[src/rtl/core/gab_pkg.sv]
// ============================================================================
// gab_pkg: shared types and constants of the alpha-plane shadow blur
// Field widths, register codes, the configuration bundle and the command and
// status groups between the controller and the datapath.
// ============================================================================
package gab_pkg;

    // Field widths fixed by the item and register formats.
    localparam int COORD_W  = 7;
    localparam int ALPHA_W  = 8;
    localparam int DIM_W    = 7;
    localparam int WEIGHT_W = 16;
    localparam int WXY_W    = 2 * WEIGHT_W;
    localparam int PROD_W   = WXY_W + ALPHA_W;
    // Signed tap coordinate: covers a shadow coordinate minus twice the radius.
    localparam int TAP_W    = COORD_W + 2;
    // Window counters cover 0 .. 2*RADIUS for every supported radius (1 to 3).
    localparam int CNT_W    = 3;
    // 49 taps of 8 x 32 bit products stay below 2^46.
    localparam int ACC_W    = 46;
    localparam int FRAC_W   = 32;
    localparam int NUM_W    = 4;

    // Configuration port geometry.
    localparam int APB_AW   = 5;
    localparam int APB_DW   = 32;

    localparam logic [DIM_W-1:0] RST_IMAGE_DIM = DIM_W'(64);
    localparam logic [ALPHA_W-1:0] ALPHA_MAX   = '1;

    // Register indexes of the configuration port.
    typedef enum logic [2:0] {
        REG_IMAGE_WIDTH  = 3'd0,
        REG_IMAGE_HEIGHT = 3'd1,
        REG_WEIGHT_CTR   = 3'd2,
        REG_WEIGHT_ONE   = 3'd3,
        REG_WEIGHT_TWO   = 3'd4,
        REG_WEIGHT_THREE = 3'd5
    } t_reg_idx;

    // Input command codes.
    typedef enum logic {
        CMD_LOAD    = 1'b0,
        CMD_COMPUTE = 1'b1
    } t_command;

    // Controller states.
    typedef enum logic [1:0] {
        ST_IDLE  = 2'd0,
        ST_TAP   = 2'd1,
        ST_DRAIN = 2'd2
    } t_state;

    typedef struct packed {
        logic [DIM_W-1:0]                     image_width;
        logic [DIM_W-1:0]                     image_height;
        logic [NUM_W-1:0][WEIGHT_W-1:0]       weight;
    } t_cfg;

    // Commands from the controller to the datapath.
    typedef struct packed {
        logic             load_wr;
        logic             start;
        logic             tap_valid;
        logic [CNT_W-1:0] cx;
        logic [CNT_W-1:0] cy;
        logic             out_load;
    } t_cmd;

    // Status from the datapath to the controller.
    typedef struct packed {
        logic pipe_busy;
        logic out_free;
    } t_status;

endpackage

[src/rtl/core/gab_ctrl.sv]
// ============================================================================
// gab_ctrl: sequencing controller
// Takes requests, steps the window counters over every tap of a compute and
// hands the finished sum to the output register.
// ============================================================================
module gab_ctrl #(
    parameter int RADIUS = 3
) (
    input  logic              i_clk,
    input  logic              i_rst_n,
    input  logic              i_s_tvalid,
    input  logic              i_command,
    output logic              o_s_tready,
    input  gab_pkg::t_status  i_status,
    output gab_pkg::t_cmd     o_cmd
);

    localparam logic [gab_pkg::CNT_W-1:0] CNT_LAST = gab_pkg::CNT_W'(2 * RADIUS);

    gab_pkg::t_state              r_state, n_state;
    logic [gab_pkg::CNT_W-1:0]    r_cx, n_cx;
    logic [gab_pkg::CNT_W-1:0]    r_cy, n_cy;
    logic                         accept;

    // State and window counters.
    always_ff @(posedge i_clk) begin
        if (!i_rst_n) begin
            r_state <= gab_pkg::ST_IDLE;
            r_cx    <= '0;
            r_cy    <= '0;
        end else begin
            r_state <= n_state;
            r_cx    <= n_cx;
            r_cy    <= n_cy;
        end
    end

    assign accept = i_s_tvalid && o_s_tready;

    // Next state and commands.
    always_comb begin
        n_state    = r_state;
        n_cx       = r_cx;
        n_cy       = r_cy;
        o_s_tready = 1'b0;
        o_cmd      = '0;
        o_cmd.cx   = r_cx;
        o_cmd.cy   = r_cy;
        unique case (r_state)
            gab_pkg::ST_IDLE: begin
                o_s_tready = 1'b1;
                if (accept) begin
                    if (gab_pkg::t_command'(i_command) == gab_pkg::CMD_COMPUTE) begin
                        o_cmd.start = 1'b1;
                        n_cx        = '0;
                        n_cy        = '0;
                        n_state     = gab_pkg::ST_TAP;
                    end else begin
                        o_cmd.load_wr = 1'b1;
                    end
                end
            end
            gab_pkg::ST_TAP: begin
                o_cmd.tap_valid = 1'b1;
                if (r_cx == CNT_LAST) begin
                    n_cx = '0;
                    if (r_cy == CNT_LAST) begin
                        n_state = gab_pkg::ST_DRAIN;
                    end else begin
                        n_cy = r_cy + 1'b1;
                    end
                end else begin
                    n_cx = r_cx + 1'b1;
                end
            end
            gab_pkg::ST_DRAIN: begin
                // Wait for the last product to land, then for room at the output.
                if (!i_status.pipe_busy && i_status.out_free) begin
                    o_cmd.out_load = 1'b1;
                    n_state        = gab_pkg::ST_IDLE;
                end
            end
            default: n_state = gab_pkg::ST_IDLE;
        endcase
    end

endmodule

[config.mk]
export PLATFORM = sky130hd
export DESIGN_NAME = gab_ctrl
export DESIGN_NICKNAME = d
export VERILOG_FILES = /design/src/rtl/core/gab_pkg.sv /design/src/rtl/core/gab_ctrl.sv
export SDC_FILE = /design/constraint.sdc
export NUM_CORES = 1
export LEC_CHECK = 0
export ABC_AREA = 1
export CORE_AREA = 3 3 46 48
export DETAILED_ROUTE_END_ITERATION = 16
export DIE_AREA = 0 0 49 51
export DONT_BUFFER_PORTS = 1
export PLACE_DENSITY_LB_ADDON = 0.2
export SLEW_MARGIN = 25
export SYNTH_ARGS = -nofsm -noshare
export SYNTH_HDL_FRONTEND = slang
export SYNTH_SLANG_ARGS = --single-unit
[constraint.sdc]
create_clock -name i_clk -period 3.7 [get_ports i_clk]
set_input_delay 0.185 -clock i_clk [delete_from_list [all_inputs] [get_ports i_clk]]
set_output_delay 0.185 -clock i_clk [all_outputs]
set_load 0.01 [all_outputs]
==> run_results.csv <==
group,metric,value,unit
outcome,status,"complete, no violations",
clock_tree,max-clock-path-buffers,2,
critical_path,cp.required,3510,ps
drt,drtIter0Drc,13,
sta,min_period,1490,ps
sta,fin_setup_tns,0,ps
clock_tree,h-tree-depth,1,
global_route,grt_overflow,0,
die,die_area,2500,um^2
die,die_w,49,um
yosys,synth_ff_type,"dfxtp_1",
layout,final_nets,97,
layout,antenna_cells,0,
place,port_buffers,0,
clock_tree,cts.sinks,8,
drt,dr.pass1.iters,4,
clock_tree,ctsRootBufferMaster,"clkbuf_4",
critical_path,start_kind,"register",
layout,n_fill_cell,200,
min_path,hold_path_class,"in2reg",
global_route,grt_max_degree,7,
drt,drcViolationCount,0,
critical_path,crit_family,"simple AND/OR/NAND/NOR gates",
clock_tree,post-cts-setup-buffers,0,
yosys,yosys_warnings,0,
sta,fin_ws,2210,ps
sta,period_share,40.2,%
critical_path,crit_buf_inv,0,
yosys,synth_cells,85,
global_route,grt_pass1_vias,455,
critical_path,critPathMaxStageDelay,360,ps
critical_path,endpoint_kind,"primary output",
die,pin_count,17,
die,num_rows,15,
yosys,syn-num-nets,93,
drt,wl_per_cell,10.3,um
yosys,async_flop_share,0,%
die,fp.dieH,51,um
sta,skew,4.12,ps
clock_tree,cts_tree,"done",
critical_path,crit_slowest_cell,"dfxtp_1",
sta,drv_slew,0,
yosys,synth_area_leader_cell,"dfxtp_1",
yosys,ys_seq_elements,8,
sta,finalSetupViolCount,0,
die,initial_core_util,29.6,%
layout,synthToLayoutAreaGrowth,8.96,%
sta,rsz0062_at_grt,"no",
sta,worst_pin_slew,364,ps
critical_path,cp_max_fo,6,
flow_run,drv_cap,0,
sta,max-slew-margin-rel,75.5,%
yosys,synth-edff-count,0,
drt,totalWireLength,1.16,mm
place,hpwl,930,um
layout,regArea,160,um^2
place,pre_cts_ws,2280,ps
drt,viasPerCell,4.59,
place,gp_congestion,0.756,
drt,num_vias,514,
yosys,syn_area,517,um^2
yosys,yosys-top-cells-area,"dfxtp_1, nand2_1, inv_1",
critical_path,cp.arrival,1300,ps
sta,hold_violations,0,
critical_path,crit_path_cell_trace,"nor2_2, nand2_1, nor2_1",
clock_tree,clk_latency,250,ps
clock_tree,cts_made_buffers,3,
global_route,grt_usage,10.4,%
global_route,grt_first_pass_wirelength,1.95,mm
yosys,ys_top_cells_by_count,"nand2_1, inv_1, nor2_1, dfxtp_1, a21oi_1",
clock_tree,hold_buffers,0,
global_route,antenna_found_initial,0,
clock_tree,path_clk_slew,50,ps
pwr,ir_worst_vdd,188,uV
yosys,syn_avg_cell_area,6.08,um^2
pwr,p_leak,0.000274,uW
yosys,synth_cell_types,16,
pwr,pwr_density_cell,669,nW/um^2
drt,ant_nets,0,
layout,multi_input_area,289,um^2
yosys,yosysMostFrequentCell,"nand2_1",
yosys,netlist.area_leader.share,31.0,%
die,core,1750,um^2
layout,drive_gt1_share,11.5,%
yosys,ys_seq_area_share,31.0,%
sta,clock.fmax,672,MHz
clock_tree,cts-resized-gates,0,
critical_path,timing_worst_setup_path_type,"reg2out",
power by group:
| part | switching [uW] | total [uW] | internal, uW |
|---|---|---|---|
| sequential | 33.9 | 140 | 106 |
| clock | 31.5 | 68.8 | 37.3 |
| combinational | 113 | 168 | 55.1 |
| total | 178 | 376 | 198 |
final cells by class:
class | count | area share (%)
flip-flops and latches | 8 | 28.4
multi-input cells | 60 | 51.3
well taps | 25 | 5.56
clock buffers | 3 | 4.00
inverters | 16 | 10.7
state kept, by name, summed over array words and instances, names as in the netlist:
register  cells
r_cx          3
r_state       2
r_cy          3
per-layer routing:
metal	vias up	track usage (%)	share of wire, %
met1	233	11.9	45
li1	265	-	-
met4	0	5.69	0.78
met5	-	0	0
met2	14	16.1	46
met3	2	4.66	7.5
cell usage in the layout, fill, tap and decap left out:
cell      instances
a21oi_1           5
clkbuf_4          3
dfxtp_1           8
ha_1              2
inv_1            14
inv_2             2
nand2_1          26
nand2_2           1
nand3_1           4
nand4_1           2
nor2_1           12
nor2_2            3
nor2_4            1
nor3_1            1
o21ai_1           1
xor2_1            2
through the flow:
stage | utilization [%] | cell area [um^2] | power [uW] | cells | hold slack, ps
after global routing | 32.3 | 563 | 416 | 112 | 54.1
after floorplan | - | 517 | 284 | 85 | 305
after detailed placement | 31.0 | 541 | 312 | 109 | 311
after CTS | 32.3 | 563 | 383 | 112 | 42.6
final | 32.3 | 563 | 376 | 112 | 49.8
after global placement | 31.0 | 541 | 309 | 109 | 309
path summary, 6_finish.rpt:
kind | start | endpoint | cells past startpoint | slack, ps
max reg2reg | r_cy[0] | r_cy[0] | 10 | 2270
max | r_state[0] | o_cmd[9] | 3 | 2210
min reg2reg | r_cx[2] | r_cx[2] | 2 | 530
min | i_rst_n | r_cy[1] | 2 | 50
worst reg2reg max path, delay by kind of cell (launching register included):
kind	cells	cell delay (ps)
DFF	1	420
adders and majority gates	1	200
buffers and inverters	2	150
and+or+nand+nor	7	560
cells by family after synthesis:
kind of cell / share of synthesized area (%)
XOR/XNOR: 3.39
AO/OA/AOI/OAI: 5.81
adder cells (fa/ha/maj): 4.84
flip-flops: 31.0
AND/OR/NAND/NOR: 41.9
buffers and inverters: 13.1
Power figures use the tool's default switching activity.
