### config.mk
export PLATFORM = sky130hd
export DESIGN_NAME = gab_regs
export DESIGN_NICKNAME = d
export VERILOG_FILES = /design/src/rtl/core/gab_pkg.sv /design/src/rtl/core/gab_regs.sv
export SDC_FILE = /design/constraint.sdc
export NUM_CORES = 1
export LEC_CHECK = 0
export ABC_AREA = 1
export BUFFER_PORTS_ARGS = -buffer_cell sky130_fd_sc_hd__buf_2
export CAP_MARGIN = 10
export CORE_ASPECT_RATIO = 0.8
export CORE_UTILIZATION = 40
export DETAILED_ROUTE_END_ITERATION = 8
export GPL_TIMING_DRIVEN = 0
export PLACE_DENSITY = 0.67
export SYNTH_ARGS = -nofsm -noshare
export SYNTH_HDL_FRONTEND = slang
export SYNTH_SLANG_ARGS = --single-unit
### constraint.sdc
create_clock -name i_clk -period 2.8 [get_ports i_clk]
set_input_delay 0.42 -clock i_clk [delete_from_list [all_inputs] [get_ports i_clk]]
set_output_delay 0.42 -clock i_clk [all_outputs]
set_load 0.02 [all_outputs]
### src/rtl/core/gab_pkg.sv
// ============================================================================
// gab_pkg: shared types and constants of the alpha-plane shadow blur
// Field widths, register codes, the configuration bundle and the command and
// status groups between the controller and the datapath.
// ============================================================================
package gab_pkg;

    // Field widths fixed by the item and register formats.
    localparam int COORD_W  = 7;
    localparam int ALPHA_W  = 8;
    localparam int DIM_W    = 7;
    localparam int WEIGHT_W = 16;
    localparam int WXY_W    = 2 * WEIGHT_W;
    localparam int PROD_W   = WXY_W + ALPHA_W;
    // Signed tap coordinate: covers a shadow coordinate minus twice the radius.
    localparam int TAP_W    = COORD_W + 2;
    // Window counters cover 0 .. 2*RADIUS for every supported radius (1 to 3).
    localparam int CNT_W    = 3;
    // 49 taps of 8 x 32 bit products stay below 2^46.
    localparam int ACC_W    = 46;
    localparam int FRAC_W   = 32;
    localparam int NUM_W    = 4;

    // Configuration port geometry.
    localparam int APB_AW   = 5;
    localparam int APB_DW   = 32;

    localparam logic [DIM_W-1:0] RST_IMAGE_DIM = DIM_W'(64);
    localparam logic [ALPHA_W-1:0] ALPHA_MAX   = '1;

    // Register indexes of the configuration port.
    typedef enum logic [2:0] {
        REG_IMAGE_WIDTH  = 3'd0,
        REG_IMAGE_HEIGHT = 3'd1,
        REG_WEIGHT_CTR   = 3'd2,
        REG_WEIGHT_ONE   = 3'd3,
        REG_WEIGHT_TWO   = 3'd4,
        REG_WEIGHT_THREE = 3'd5
    } t_reg_idx;

    // Input command codes.
    typedef enum logic {
        CMD_LOAD    = 1'b0,
        CMD_COMPUTE = 1'b1
    } t_command;

    // Controller states.
    typedef enum logic [1:0] {
        ST_IDLE  = 2'd0,
        ST_TAP   = 2'd1,
        ST_DRAIN = 2'd2
    } t_state;

    typedef struct packed {
        logic [DIM_W-1:0]                     image_width;
        logic [DIM_W-1:0]                     image_height;
        logic [NUM_W-1:0][WEIGHT_W-1:0]       weight;
    } t_cfg;

    // Commands from the controller to the datapath.
    typedef struct packed {
        logic             load_wr;
        logic             start;
        logic             tap_valid;
        logic [CNT_W-1:0] cx;
        logic [CNT_W-1:0] cy;
        logic             out_load;
    } t_cmd;

    // Status from the datapath to the controller.
    typedef struct packed {
        logic pipe_busy;
        logic out_free;
    } t_status;

endpackage

### src/rtl/core/gab_regs.sv
// ============================================================================
// gab_regs: configuration register file
// Holds the image size and the four 1D weights, written and read over the
// APB-style port.
// ============================================================================
module gab_regs (
    input  logic                          i_clk,
    input  logic                          i_rst_n,
    input  logic                          psel,
    input  logic                          penable,
    input  logic                          pwrite,
    input  logic [gab_pkg::APB_AW-1:0]    paddr,
    input  logic [gab_pkg::APB_DW-1:0]    pwdata,
    output logic [gab_pkg::APB_DW-1:0]    prdata,
    output logic                          pready,
    output gab_pkg::t_cfg                 o_cfg
);

    gab_pkg::t_cfg    r_cfg;
    gab_pkg::t_reg_idx reg_idx;
    logic             wr_en;

    assign pready  = 1'b1;
    assign reg_idx = gab_pkg::t_reg_idx'(paddr[4:2]);
    assign wr_en   = psel && penable && pwrite && pready;
    assign o_cfg   = r_cfg;

    // Register writes; an index beyond the list is dropped.
    always_ff @(posedge i_clk) begin
        if (!i_rst_n) begin
            r_cfg.image_width  <= gab_pkg::RST_IMAGE_DIM;
            r_cfg.image_height <= gab_pkg::RST_IMAGE_DIM;
            r_cfg.weight       <= '0;
        end else if (wr_en) begin
            unique case (reg_idx)
                gab_pkg::REG_IMAGE_WIDTH:
                    r_cfg.image_width <= pwdata[gab_pkg::DIM_W-1:0];
                gab_pkg::REG_IMAGE_HEIGHT:
                    r_cfg.image_height <= pwdata[gab_pkg::DIM_W-1:0];
                gab_pkg::REG_WEIGHT_CTR:
                    r_cfg.weight[0] <= pwdata[gab_pkg::WEIGHT_W-1:0];
                gab_pkg::REG_WEIGHT_ONE:
                    r_cfg.weight[1] <= pwdata[gab_pkg::WEIGHT_W-1:0];
                gab_pkg::REG_WEIGHT_TWO:
                    r_cfg.weight[2] <= pwdata[gab_pkg::WEIGHT_W-1:0];
                gab_pkg::REG_WEIGHT_THREE:
                    r_cfg.weight[3] <= pwdata[gab_pkg::WEIGHT_W-1:0];
                default: ;
            endcase
        end
    end

    // Read-back of the addressed register.
    always_comb begin
        unique case (reg_idx)
            gab_pkg::REG_IMAGE_WIDTH:  prdata = gab_pkg::APB_DW'(r_cfg.image_width);
            gab_pkg::REG_IMAGE_HEIGHT: prdata = gab_pkg::APB_DW'(r_cfg.image_height);
            gab_pkg::REG_WEIGHT_CTR:   prdata = gab_pkg::APB_DW'(r_cfg.weight[0]);
            gab_pkg::REG_WEIGHT_ONE:   prdata = gab_pkg::APB_DW'(r_cfg.weight[1]);
            gab_pkg::REG_WEIGHT_TWO:   prdata = gab_pkg::APB_DW'(r_cfg.weight[2]);
            gab_pkg::REG_WEIGHT_THREE: prdata = gab_pkg::APB_DW'(r_cfg.weight[3]);
            default:                   prdata = '0;
        endcase
    end

endmodule

==> run summary <==
Outcome: finished, final reports clean
Compound-Gate Fraction of Synth Area: 0.499%
Layout cells sized above 1: 25.5%
Setup repair bufs after CTS: 0
Synthesized cell area: 4020 um^2
Vias in the first global route: 3,793
Gr usage total: 26.2%
Layout area overhead: 27.3%
Worst Skew: 0 ns
CP delay by family, top: buffers and inverters
Starting Density: 41.4%
IO Pins: 153
Final worst-path cycle share: 73.5%
Die Span X: 114 um
Post-synthesis register bit count: 78
Drt drc: 0
Initial antenna violation count: 0
Routed vias/inst: 4.95
Die ar.: 10,400 um^2
Mean Syn Cell Area: 6.51 um^2
First drt pass iteration count: 4
Max reg flops: 78
Post-CTS Resized: 0
Root Buffer: clkbuf_16
Final Wtd Congestion: 0.934
Critical path capture point type: output port
Crit path cell chain: buf_6 -> inv_2 -> buf_6 -> nand2_2 -> nor2_4 -> buf_2 -> nand2_1 -> nand4_1 -> buf_2
Critical Path RT: 2.38 ns
Reg clk slew, reported paths: 0.06 ns
CP Launch Type: input pin
CP Class: in -> out
Post-synthesis simple-gate area fraction: 48.3%
Synth top area cells: dfxtp_1 (39%), nand2_1 (16%), nor2_1 (15%), nand3_1 (7.7%), nand4_1 (6.4%)
Cell variety after synth: 20
Filler Cells Inserted: 1,032
Fin. Hold Viols: 0
Top cell type's share of synthesized area: 38.9%
Final nets: 799
IO Port Bufs: 114
CP peak stage delay: 0.26 ns
Clock latency on the worst-skew pair: 0.34 ns
Part of the Yosys area used for sequential elements: 38.9%
CTS H-Tree Depth: 3
Leading area contributor after synthesis: dfxtp_1
Via count: 4,441
Final HPWL DP: 10.3 mm
Synth Area in XOR/XNOR: 0%
ANT nets after route: 0
Hold-fix buffers, CTS: 0
CP Data Arrival Time: 1.64 ns
Final Util: 52.8%
Clock Sinks: 78
Routed Wire Length: 13.4 mm
Largest net degree at the start of global routing: 14
Pwr/cell area: 514 nW/um^2
Number of DRC markers in iteration 0: 339
Synth warn: 0
Worst-path maximum fanout: 10
Max Slew Vio Count: 0
First-pass GRT wire length: 20.8 mm
Max_slew headroom: 63.1%
Final setup TNS: 0 ns
Unrepaired setup endpoints after global routing: false
Cells after Synth: 617
Number of antenna diodes: 0
CTS tree: built
Pleak: 2.60 nW
Period minus WS final: 2.06 ns
Global route overflow: 0
Core Rows: 32
Worst Tran Pin Value: 0.554 ns
CTS Buffer Depth: 2
Buf/Inv on CP: 5
Worst Hold Class: in -> reg
Num CTS Buffers: 9
Chip height: 91.6 um
Fmax: 486 MHz
Area share of fa/ha/maj cells after synthesis: 0%
Worst vdd ir: 0.194 mV
Mux cell area share after synthesis: 0%
Wire per inst: 15.0 um
Max stage delay cell, worst path: buf_2
Largest family of logic cells by synthesized area: simple AND/OR/NAND/NOR gates
Final setup fails: 0
Core area: 9690 um^2
Max_cap viols: 0
-- metal layers --
metal  vias to the layer above  GRT usage [%]  share of wire [%]
li1                       2193              -                  -
met1                      2027           38.0                 47
met2                       204           38.5                 43
met3                        17           6.15                9.2
met4                         0           6.82                1.1
met5                         -              0                  0
-- logic make-up after synthesis --
family,after synthesis
AND/OR/NAND/NOR,447
buffers and inverters,86
flip-flops,78
AO/OA/AOI/OAI,4
other,2
-- Yosys cell counts (all sizes together) --
master and instances:
clkbuf 4, nand4 41, nor2 172, inv 27
buf 55, conb 2, nand3 65, dfxtp 78
a21oi 2, o21ai 2, nand2 169
-- power by group --
group | switching (mW) | internal (mW) | leakage (nW)
Combinational | 0.204 | 0.0918 | 1.82
Sequential | 0.0138 | 1.12 | 0.630
Clock | 0.484 | 0.712 | 0.148
-- path summary, 6_finish.rpt --
| check | start | endpoint | slack [ns] | cells past startpoint |
|---|---|---|---|---|
| worst max-delay path | paddr[4] | prdata[7] | 0.74 | 9 |
| worst min-delay path | pwdata[6] | o_cfg[77] | 0.36 | 3 |
| worst max register to register | o_cfg[73] | o_cfg[73] | 2.17 | 2 |
| worst min register to register | o_cfg[9] | o_cfg[9] | 0.50 | 2 |
-- area by class of cell --
class | instances | area [um^2] | area share [%]
plain buffers | 59 | 385 | 7.54
well taps | 136 | 170 | 3.33
clock inverters | 6 | 61.3 | 1.20
clock buffers | 10 | 239 | 4.67
flip-flops and latches | 78 | 1560 | 30.5
multi-input cells | 468 | 2020 | 39.6
inverters | 27 | 101 | 1.98
repair buffers | 114 | 571 | 11.2
-- metrics by stage --
stage                     power (mW)  area, um^2  cells  setup WS [ns]  hold slack (ns)
final                           2.63        5110    898          0.742            0.359
after global routing            2.70        5110    898          0.637            0.362
after CTS                       2.63        5110    898          0.761            0.359
after detailed placement        1.45        4810    882          0.765            0.497
after global placement          1.45        4810    882          0.745            0.491
after floorplan                 1.36        4070    632           1.05            0.546
-- worst reg2reg max path, stage by stage (launching register included) --
cell and delay, ns:
dfxtp_1 0.37, nor2_1 0.06, nor2_1 0.13
-- cell usage in the layout, fill, tap and decap left out, types with 4 or more instances in the layout --
cell type,Yosys,routed
buf_1,7,7
buf_2,14,128
buf_4,29,29
buf_6,5,5
clkbuf_1,4,4
clkbuf_16,0,9
conb_1,2,17
dfxtp_1,78,78
inv_1,24,24
nand2_1,168,168
nand3_1,62,62
nand4_1,41,41
nor2_1,163,163
nor2_4,6,6
Power figures use the tool's default switching activity.
